===== src/design/asa_pkg.sv =====
// Shared types and constants for the aligned stack allocator.
// Used by asa_rec_mem, asa_ctrl, aligned_stack_allocator, alloc_checker and testbench; no dependencies.
`default_nettype none

package asa_pkg;

  // Field widths of the request and result transactions
  localparam int unsigned OFS_W     = 21;  // byte offsets and byte totals
  localparam int unsigned SIZE_W    = 20;
  localparam int unsigned ALIGN_W   = 4;
  localparam int unsigned CNT_OUT_W = 7;

  // Arithmetic widths
  localparam int unsigned PAD_W = 15;  // padding is below the largest alignment, 2^15
  localparam int unsigned SUM_W = 22;  // top plus a 21-bit operand
  localparam int unsigned END_W = 23;  // padded new top, compared against the arena end

  // Allocator geometry
  localparam int unsigned OFFSET_BITS   = 20;
  localparam int unsigned HEADER_BYTES  = 16;
  localparam int unsigned MAX_DEPTH_DEF = 64;

  localparam logic [END_W-1:0] ARENA_CAP   = END_W'(64'd1 << OFFSET_BITS);
  localparam logic [OFS_W-1:0] ARENA_RESET = OFS_W'(1048576);

  // Request kinds carried on the request tuser
  localparam logic KIND_ALLOC = 1'b0;
  localparam logic KIND_FREE  = 1'b1;

  typedef enum logic [2:0] {
    ST_OK      = 3'd0,
    ST_NOSPACE = 3'd1,
    ST_ORDER   = 3'd2,
    ST_FULL    = 3'd3,
    ST_EMPTY   = 3'd4
  } status_t;

  typedef enum logic [1:0] {
    S_IDLE,
    S_SUM,
    S_PAD,
    S_DONE
  } state_t;

  typedef struct packed {
    logic               req_type;   // 0 allocate, 1 free
    logic [SIZE_W-1:0]  size_bytes;
    logic [ALIGN_W-1:0] align_log2;
    logic [SIZE_W-1:0]  align_bias;
    logic [OFS_W-1:0]   user_offset;
  } req_t;

  typedef struct packed {
    status_t              status;
    logic [OFS_W-1:0]     block_offset;
    logic [OFS_W-1:0]     top_offset;
    logic [CNT_OUT_W-1:0] block_count;
    logic [OFS_W-1:0]     used_bytes;
    logic [OFS_W-1:0]     waste_bytes;
    logic [CNT_OUT_W-1:0] count_peak;
    logic [OFS_W-1:0]     used_peak;
    logic [OFS_W-1:0]     waste_peak;
  } res_t;

  // One block record: top before the allocation and the user offset handed out
  typedef struct packed {
    logic [OFS_W-1:0] saved_top;
    logic [OFS_W-1:0] user;
  } rec_t;

endpackage

`default_nettype wire


===== src/design/asa_rec_mem.sv =====
// Block record stack: one write port, one read port, registered read data.
// Depends on asa_pkg for the record type.
`default_nettype none

module asa_rec_mem #(
  parameter int unsigned MAX_DEPTH = asa_pkg::MAX_DEPTH_DEF
) (
  input  wire                         clk,
  input  wire                         rd_en,
  input  wire [$clog2(MAX_DEPTH)-1:0] rd_addr,
  output asa_pkg::rec_t               rd_data,
  input  wire                         wr_en,
  input  wire [$clog2(MAX_DEPTH)-1:0] wr_addr,
  input  asa_pkg::rec_t               wr_data
);
  import asa_pkg::*;

  rec_t mem [MAX_DEPTH];

  // Write one record
  always_ff @(posedge clk) begin
    if (wr_en) begin
      mem[wr_addr] <= wr_data;
    end
  end

  // Read one record; data holds until the next read
  always_ff @(posedge clk) begin
    if (rd_en) begin
      rd_data <= mem[rd_addr];
    end
  end

endmodule

`default_nettype wire


===== src/design/asa_ctrl.sv =====
// Allocator sequencer: request register, alignment arithmetic, running
// statistics and the result register. Depends on asa_pkg; drives asa_rec_mem.
`default_nettype none

module asa_ctrl #(
  parameter int unsigned MAX_DEPTH = asa_pkg::MAX_DEPTH_DEF
) (
  input  wire                           clk,
  input  wire                           rst,
  input  wire [asa_pkg::OFS_W-1:0]      arena_bytes,
  input  wire                           s_valid,
  output logic                          s_ready,
  input  asa_pkg::req_t                 s_req,
  output logic                          m_valid,
  input  wire                           m_ready,
  output asa_pkg::res_t                 m_res,
  output logic                          mem_rd_en,
  output logic [$clog2(MAX_DEPTH)-1:0]  mem_rd_addr,
  input  asa_pkg::rec_t                 mem_rd_data,
  output logic                          mem_wr_en,
  output logic [$clog2(MAX_DEPTH)-1:0]  mem_wr_addr,
  output asa_pkg::rec_t                 mem_wr_data
);
  import asa_pkg::*;

  localparam int unsigned AW = $clog2(MAX_DEPTH);
  localparam int unsigned CW = $clog2(MAX_DEPTH + 1);

  state_t state, state_next;

  // Request and intermediate results
  req_t             req_q;
  logic [PAD_W-1:0] sum_q;
  logic [SUM_W-1:0] base_q;
  logic [PAD_W-1:0] pad_q;
  logic             match_q;

  // Allocator state and statistics
  logic [OFS_W-1:0] top;
  logic [OFS_W-1:0] waste;
  logic [CW-1:0]    count;
  logic [CW-1:0]    count_max;
  logic [OFS_W-1:0] used_max;
  logic [OFS_W-1:0] waste_max;

  logic out_valid;
  res_t out_q;

  // Commit datapath
  logic             load;
  logic [END_W-1:0] arena_end;
  logic [END_W-1:0] new_top;
  logic [PAD_W-1:0] pad_mask;
  logic [OFS_W-1:0] user_new;
  logic [OFS_W-1:0] waste_inc;
  logic             full, empty, no_space, alloc_ok, free_ok;
  status_t          status;
  logic [OFS_W-1:0] top_next;
  logic [OFS_W-1:0] waste_next;
  logic [CW-1:0]    count_next;
  logic [CW-1:0]    count_max_next;
  logic [OFS_W-1:0] used_max_next;
  logic [OFS_W-1:0] waste_max_next;

  // Work out the outcome of the held request
  always_comb begin
    arena_end = (END_W'(arena_bytes) > ARENA_CAP) ? ARENA_CAP : END_W'(arena_bytes);
    pad_mask  = ~({PAD_W{1'b1}} << req_q.align_log2);
    full      = count >= CW'(MAX_DEPTH);
    empty     = count == '0;
    new_top   = END_W'(base_q) + END_W'(pad_q);
    no_space  = new_top > arena_end;
    user_new  = top + OFS_W'(HEADER_BYTES) + OFS_W'(pad_q);
    waste_inc = waste + OFS_W'(pad_q);
    alloc_ok  = !req_q.req_type && !full && !no_space;
    free_ok   = req_q.req_type && !empty && match_q;

    if (req_q.req_type) begin
      status = empty ? ST_EMPTY : (!match_q ? ST_ORDER : ST_OK);
    end else begin
      status = full ? ST_FULL : (no_space ? ST_NOSPACE : ST_OK);
    end

    top_next       = top;
    waste_next     = waste;
    count_next     = count;
    count_max_next = count_max;
    used_max_next  = used_max;
    waste_max_next = waste_max;
    if (alloc_ok) begin
      top_next       = new_top[OFS_W-1:0];
      waste_next     = waste_inc;
      count_next     = count + CW'(1);
      count_max_next = (count_next > count_max) ? count_next : count_max;
      used_max_next  = (top_next > used_max) ? top_next : used_max;
      waste_max_next = (waste_inc > waste_max) ? waste_inc : waste_max;
    end else if (free_ok) begin
      top_next   = mem_rd_data.saved_top;
      waste_next = waste - OFS_W'(pad_q);
      count_next = count - CW'(1);
    end
  end

  // State register
  always_ff @(posedge clk) begin
    if (rst) begin
      state <= S_IDLE;
    end else begin
      state <= state_next;
    end
  end

  // Next state, handshake and memory access
  always_comb begin
    state_next  = state;
    s_ready     = 1'b0;
    load        = 1'b0;
    mem_rd_en   = 1'b0;
    mem_rd_addr = AW'(count - CW'(1));
    mem_wr_en   = 1'b0;
    mem_wr_addr = count[AW-1:0];
    mem_wr_data = '{saved_top: top, user: user_new};
    case (state)
      S_IDLE: begin
        s_ready   = 1'b1;
        mem_rd_en = s_valid && s_req.req_type && !empty;
        if (s_valid) begin
          state_next = S_SUM;
        end
      end
      S_SUM: begin
        state_next = S_PAD;
      end
      S_PAD: begin
        state_next = S_DONE;
      end
      S_DONE: begin
        load      = !out_valid || m_ready;
        mem_wr_en = load && alloc_ok;
        if (load) begin
          state_next = S_IDLE;
        end
      end
      default: begin
        state_next = S_IDLE;
      end
    endcase
  end

  // Capture the request and step the alignment arithmetic
  always_ff @(posedge clk) begin
    if (s_valid && s_ready) begin
      req_q <= s_req;
    end
    if (state == S_SUM) begin
      sum_q   <= PAD_W'(SUM_W'(top) + SUM_W'(req_q.align_bias) + SUM_W'(HEADER_BYTES));
      base_q  <= SUM_W'(top) + SUM_W'(HEADER_BYTES) + SUM_W'(req_q.size_bytes);
      match_q <= req_q.user_offset == mem_rd_data.user;
      if (req_q.req_type) begin
        pad_q <= PAD_W'(mem_rd_data.user - mem_rd_data.saved_top - OFS_W'(HEADER_BYTES));
      end
    end
    if (state == S_PAD && !req_q.req_type) begin
      pad_q <= (~sum_q + PAD_W'(1)) & pad_mask;
    end
  end

  // Commit state and statistics
  always_ff @(posedge clk) begin
    if (rst) begin
      top       <= '0;
      waste     <= '0;
      count     <= '0;
      count_max <= '0;
      used_max  <= '0;
      waste_max <= '0;
      out_valid <= 1'b0;
    end else begin
      if (load) begin
        top       <= top_next;
        waste     <= waste_next;
        count     <= count_next;
        count_max <= count_max_next;
        used_max  <= used_max_next;
        waste_max <= waste_max_next;
        out_valid <= 1'b1;
      end else if (m_ready) begin
        out_valid <= 1'b0;
      end
    end
  end

  // Result register
  always_ff @(posedge clk) begin
    if (load) begin
      out_q.status       <= status;
      out_q.block_offset <= alloc_ok ? user_new : '0;
      out_q.top_offset   <= top_next;
      out_q.block_count  <= CNT_OUT_W'(count_next);
      out_q.used_bytes   <= top_next;
      out_q.waste_bytes  <= waste_next;
      out_q.count_peak   <= CNT_OUT_W'(count_max_next);
      out_q.used_peak    <= used_max_next;
      out_q.waste_peak   <= waste_max_next;
    end
  end

  assign m_valid = out_valid;
  assign m_res   = out_q;

  a_waste_le_used: assert property (@(posedge clk) disable iff (rst)
    waste <= top) else $error("alignment waste exceeds bytes in use");

  a_depth: assert property (@(posedge clk) disable iff (rst)
    count <= CW'(MAX_DEPTH)) else $error("live block count beyond record depth");

  a_peaks: assert property (@(posedge clk) disable iff (rst)
    count_max >= count && used_max >= top && waste_max >= waste)
    else $error("peak statistic below current value");

  a_push_room: assert property (@(posedge clk) disable iff (rst)
    mem_wr_en |-> count < CW'(MAX_DEPTH)) else $error("record push on full stack");

  a_pop_live: assert property (@(posedge clk) disable iff (rst)
    mem_rd_en |-> count != '0) else $error("record read with no live blocks");

endmodule

`default_nettype wire


===== src/design/aligned_stack_allocator.sv =====
// Aligned LIFO bump allocator: arena size register, stream packing and the
// record memory. Depends on asa_pkg, asa_rec_mem and asa_ctrl.
//
// Usage:
//   Requests enter on the s_ channel: s_tuser is the request kind (0 allocate,
//   1 free), s_tdata carries size, alignment and the offset to free. Every
//   request yields exactly one result on the m_ channel: m_tuser is the status,
//   m_tdata the new block offset, the top and the running statistics.
//   cfg_wen/cfg_wdata set the arena size; write it only while no request is
//   in flight.
//   Sequencing: one request at a time. Each request takes the sequencer
//   through capture (and record read on a free), sum, pad and commit; the
//   registered record memory read and the alignment add chain set these steps.
//   The next request is taken the cycle after commit, while the result may
//   still wait in the output register.
//   Receiver stall: a request that reaches commit waits there until the
//   output register is free; no result is dropped.
//   Reset: top, counts and peaks clear, arena size returns to 1 MiB; the
//   record memory is not cleared and needs no clearing pass.
`default_nettype none

module aligned_stack_allocator #(
  parameter int unsigned MAX_DEPTH = asa_pkg::MAX_DEPTH_DEF
) (
  input  wire         clk,
  input  wire         rst,
  // Request stream
  input  wire         s_tvalid,
  output logic        s_tready,
  // [19:0] size_bytes, [23:20] align_log2, [43:24] align_bias,
  // [64:44] user_offset, [71:65] zero
  input  wire  [71:0] s_tdata,
  // [0] req_type
  input  wire         s_tuser,
  // Result stream
  output logic        m_tvalid,
  input  wire         m_tready,
  // [20:0] block_offset, [41:21] top_offset, [48:42] block_count,
  // [69:49] used_bytes, [90:70] waste_bytes, [97:91] count_peak,
  // [118:98] used_peak, [139:119] waste_peak, [143:140] zero
  output logic [143:0] m_tdata,
  // [2:0] status
  output logic [2:0]  m_tuser,
  // Arena size register
  input  wire         cfg_wen,
  input  wire  [20:0] cfg_wdata
);
  import asa_pkg::*;

  localparam int unsigned AW = $clog2(MAX_DEPTH);

  logic [OFS_W-1:0] arena_bytes;
  req_t             s_req;
  res_t             m_res;
  logic             mem_rd_en, mem_wr_en;
  logic [AW-1:0]    mem_rd_addr, mem_wr_addr;
  rec_t             mem_rd_data, mem_wr_data;

  // Hold the arena size
  always_ff @(posedge clk) begin
    if (rst) begin
      arena_bytes <= ARENA_RESET;
    end else if (cfg_wen) begin
      arena_bytes <= cfg_wdata;
    end
  end

  // Unpack the request transaction
  always_comb begin
    s_req.req_type    = s_tuser;
    s_req.size_bytes  = s_tdata[19:0];
    s_req.align_log2  = s_tdata[23:20];
    s_req.align_bias  = s_tdata[43:24];
    s_req.user_offset = s_tdata[64:44];
  end

  // Pack the result transaction
  always_comb begin
    m_tdata = {4'b0, m_res.waste_peak, m_res.used_peak, m_res.count_peak,
               m_res.waste_bytes, m_res.used_bytes, m_res.block_count,
               m_res.top_offset, m_res.block_offset};
    m_tuser = m_res.status;
  end

  asa_rec_mem #(
    .MAX_DEPTH (MAX_DEPTH)
  ) u_rec_mem (
    .clk     (clk),
    .rd_en   (mem_rd_en),
    .rd_addr (mem_rd_addr),
    .rd_data (mem_rd_data),
    .wr_en   (mem_wr_en),
    .wr_addr (mem_wr_addr),
    .wr_data (mem_wr_data)
  );

  asa_ctrl #(
    .MAX_DEPTH (MAX_DEPTH)
  ) u_ctrl (
    .clk         (clk),
    .rst         (rst),
    .arena_bytes (arena_bytes),
    .s_valid     (s_tvalid),
    .s_ready     (s_tready),
    .s_req       (s_req),
    .m_valid     (m_tvalid),
    .m_ready     (m_tready),
    .m_res       (m_res),
    .mem_rd_en   (mem_rd_en),
    .mem_rd_addr (mem_rd_addr),
    .mem_rd_data (mem_rd_data),
    .mem_wr_en   (mem_wr_en),
    .mem_wr_addr (mem_wr_addr),
    .mem_wr_data (mem_wr_data)
  );

endmodule

`default_nettype wire


===== config.mk =====
export PLATFORM = sky130hd
export DESIGN_NAME = aligned_stack_allocator
export DESIGN_NICKNAME = d
export VERILOG_FILES = /design/src/design/asa_pkg.sv /design/src/design/asa_rec_mem.sv /design/src/design/asa_ctrl.sv /design/src/design/aligned_stack_allocator.sv
export SDC_FILE = /design/constraint.sdc
export NUM_CORES = 2
export LEC_CHECK = 0
export BUFFER_PORTS_ARGS = -buffer_cell sky130_fd_sc_hd__buf_2
export CAP_MARGIN = 20
export CORE_ASPECT_RATIO = 1.2
export CORE_UTILIZATION = 39
export DETAILED_ROUTE_END_ITERATION = 8
export MAX_ROUTING_LAYER = met4
export PLACE_DENSITY_LB_ADDON = 0.12
export SETUP_SLACK_MARGIN = 0.05
export SYNTH_ARGS = -nofsm -noshare
export SYNTH_HDL_FRONTEND = slang
export SYNTH_SLANG_ARGS = --single-unit

===== constraint.sdc =====
create_clock -name clk -period 27.2 [get_ports clk]
set_clock_uncertainty 0.2 [all_clocks]
set_input_delay 2.72 -clock clk [delete_from_list [all_inputs] [get_ports clk]]
set_output_delay 2.72 -clock clk [all_outputs]
set_load 0.02 [all_outputs]

==> results.py <==
metrics = {
    "timing": {
        "fin_crit_sh_pct": 31.8,
        "period_needed_ns": 8.64,
        "tightest_slew_ns": 1.12,
        "fin_tns_setup_ns": 0,
        "slew_headroom_pct": 25.5,
        "finalMaxSlewViolations": 0,
        "rsz0062_at_grt": "false",
        "hold_viol": 0,
        "finalSetupViolations": 0,
        "max_freq_mhz": 116,
    },
    "clocking": {
        "tritoncts": "yes",
        "cts_buffer_depth": 4,
        "path_clk_slew_ns": 0.06,
        "root_buffer": "clkbuf_16",
        "holdBufCountCts": 0,
        "clkLatencyLatePin_ns": 0.90,
        "numCtsBuffers": 326,
        "post_cts_resized": 0,
        "post_cts_buffers": 0,
        "htree_levels": 5,
        "clock-sinks": 3088,
    },
    "critical_path": {
        "crit_chain": "ha_1 > fa_1 > a211oi_2 > o21ai_0 > a211oi_2 > o21ai_0 > xor2_1 > ha_1 > nand4_1 > or3_1 > a31oi_1 > o41a_1 > o221ai_1 > a31oi_4 > a2bb2oi_4 > buf_4 > or3_1 > nor2_4 > buf_4",
        "critPathBufInv": 2,
        "critPathRequiredTime_ns": 27.48,
        "slowest_stage": "nor2_4",
        "cpLargestDelayFamily": "compound AO/OA/AOI/OAI gates",
        "end_kind": "register",
        "crit_arrival_ns": 8.92,
        "critPathMaxStageDelay_ns": 0.92,
        "path_class": "reg2reg",
        "cp_max_fo": 42,
        "start_kind": "register",
    },
    "synth": {
        "yosys_warnings": 0,
        "synth_edf_count": 2966,
        "syn_area_sq_um": 126000,
        "yosysSeqAreaShare_pct": 72.8,
        "synth_flop_cell": "edfxtp_1",
        "async_reset_ff_share_pct": 0,
        "synth_cells": 6188,
        "yosysTopAreaCell": "edfxtp_1",
        "syn_area_per_cell_sq_um": 20.3,
        "ys_types": 93,
        "synth-seq-cells": 3088,
        "synthTopCellsByArea": "edfxtp_1 (71%), mux4_2 (16%), ha_1 (2.4%)",
        "synth_top_area_share_pct": 70.9,
    },
    "floorplanning": {
        "start_util_pct": 39.3,
        "rows": 227,
        "die_h_microns": 624,
        "design.die.area_sq_um": 325000,
        "die_x_microns": 520,
        "ioPinCount": 248,
        "core_sq_um": 320000,
    },
    "placement": {
        "port_buffers": 231,
        "hpwlAfterDp_microns": 217000,
        "routabilityCongestion": 0.851,
    },
    "grt": {
        "grt_max_degree": 107,
        "grt_pass1_vias": 64900,
        "track_usage_pct": 23.9,
        "grt_antenna_before_repair": 31,
        "grt-ovfl-total": 0,
        "grt_pass1_wl_microns": 523000,
    },
    "route": {
        "via_per_inst": 5.77,
        "wl_met2_microns": 191000,
        "maxUsedRoutingLayer": "met4",
        "wl_per_cell_microns": 34.1,
        "drtAntennaViolNets": 0,
        "drt-initial-drc-count": 6978,
        "finalWirelength_microns": 380000,
        "route.met3.wl_microns": 20100,
        "vias": 64200,
        "drt_pass1_iterations": 8,
        "wl_met1_microns": 156000,
        "drc": 0,
    },
    "final_layout": {
        "syn2layout_area_growth_pct": 14.0,
        "drive_gt1_share_pct": 28.2,
        "post-route-util_pct": 44.9,
        "final_nets": 6974,
    },
    "flow_run": {
        "maxCapViolations": 0,
    },
    "power": {
        "p_leak_uw": 0.0463,
        "ir_drop_uv": 64.7,
        "p_per_area_nw_per_um2": 84.9,
    },
    "hold_path": {
        "min_path_type": "reg2reg",
    },
    "run_status": {
        "outcome": "completed",
    },
}
==> synth_stat cells (all sizes together) (13+ instances only) <==
| cell | count |
|---|---|
| a211oi | 21 |
| a21o | 32 |
| a21oi | 172 |
| a31oi | 23 |
| and2 | 26 |
| and3 | 32 |
| buf | 106 |
| clkbuf | 232 |
| dfxtp | 122 |
| edfxtp | 2966 |
| ha | 243 |
| inv | 164 |
| mux2 | 17 |
| mux2i | 46 |
| mux4 | 882 |
| nand2 | 135 |
| nand3 | 88 |
| nand4 | 20 |
| nor2 | 185 |
| nor2b | 29 |
| nor3 | 73 |
| nor4 | 17 |
| o211ai | 34 |
| o21a | 41 |
| o21ai | 126 |
| o21bai | 20 |
| or2 | 13 |
| or3 | 28 |
| xnor2 | 85 |
| xor2 | 63 |
==> logic make-up after synthesis <==
family	count (synthesis)	synth area share, %
xor gates and xnor gates	149	1.06
adders and majority gates	250	2.53
muxes	945	16.3
DFF	3088	72.8
other	1	0.00298
AOI/OAI and AO/OA	572	2.99
and+or+nand+nor	680	2.66
buffers and inverters	503	1.62
==> report_power, final <==
group / internal, uW / total (uW) / switching (uW)
logic: 765 / 2220 / 1460
clock network: 2450 / 4310 / 1860
registers: 5550 / 5640 / 89.7
total: 8760 / 12200 / 3400
==> flip-flops by register name (all words and copies together), names as in the netlist, 22 cells and up <==
| signal | flops |
|---|---|
| u_rec_mem.mem | 2688 |
| u_ctrl.m_res | 122 |
| u_ctrl.req_q | 61 |
| u_rec_mem.rd_data | 42 |
| u_ctrl.base_q | 22 |
==> tightest hold or removal path, stage by stage (launching register included) <==
cell,delay (ns)
dfxtp_1,0.31
nand2_1,0.05
a21oi_1,0.05
==> per-layer routing <==
layer / GRT usage [%] / vias to the layer above
li1: - / 26500
met1: 31.2 / 35000
met2: 39.6 / 2245
met3: 2.53 / 507
met4: 7.37 / 0
met5: - / -
==> final timing paths <==
| path | start | end | slack [ns] | cells past startpoint |
|---|---|---|---|---|
| min | u_ctrl.used_max[16]$_SDFFE_PP0P_ | u_ctrl.used_max[16]$_SDFFE_PP0P_ | 0.26 | 2 |
| max | u_ctrl.pad_q[0]$_DFFE_PP_ | u_rec_mem.mem[11][20]$_DFFE_PP_ | 18.56 | 19 |
| min reg2reg | u_ctrl.used_max[16]$_SDFFE_PP0P_ | u_ctrl.used_max[16]$_SDFFE_PP0P_ | 0.26 | 2 |
| max reg2reg | u_ctrl.pad_q[0]$_DFFE_PP_ | u_rec_mem.mem[11][20]$_DFFE_PP_ | 18.56 | 19 |
==> layout make-up <==
class                           instances  area (sq um)
Inverter                              165           624
Timing Repair Buffer                  444          2820
Clock buffer                          406          8670
Tap cell                             4236          5300
Sequential cell                      3088         91500
Clock inverter                        175          1450
Multi-Input combinational cell       2600         32900
Antenna cell                            6          15.0
Fill cell                           27200        176000
==> stage by stage <==
| step | instance area [sq um] | hold slack (ns) | total power, uW | cells | setup slack (ns) |
|---|---|---|---|---|---|
| 2_1_floorplan | 126000 | 0.236 | 7080 | 6191 | 17.82 |
| 3_3_place_gp | 133000 | 0.251 | 7930 | 10500 | 18.70 |
| 3_5_place_dp | 133000 | 0.250 | 7970 | 10500 | 18.59 |
| 4_1_cts | 143000 | 0.258 | 12300 | 11100 | 18.52 |
| 5_1_grt | 143000 | 0.290 | 12600 | 11100 | 18.37 |
| 6_report | 143000 | 0.255 | 12200 | 11100 | 18.56 |
==> placed cells by master, fill, tap and decap left out, types with 28 or more instances in the layout <==
cell,n
o21ai_0,112
xnor2_1,72
nor2b_1,29
clkinv_2,58
mux4_2,882
nor2_4,59
o21a_1,41
ha_1,239
or3_1,28
o211ai_1,33
clkinv_1,72
inv_1,163
a21o_1,32
buf_2,230
buf_4,208
mux2i_1,46
clkbuf_1,68
nor3_1,64
nand2_1,132
dfxtp_1,100
xor2_1,55
and3_1,32
a21oi_1,171
nor2_1,125
clkbuf_16,334
nand3_1,86
edfxtp_1,2966
(Power assumes the default switching activity.)
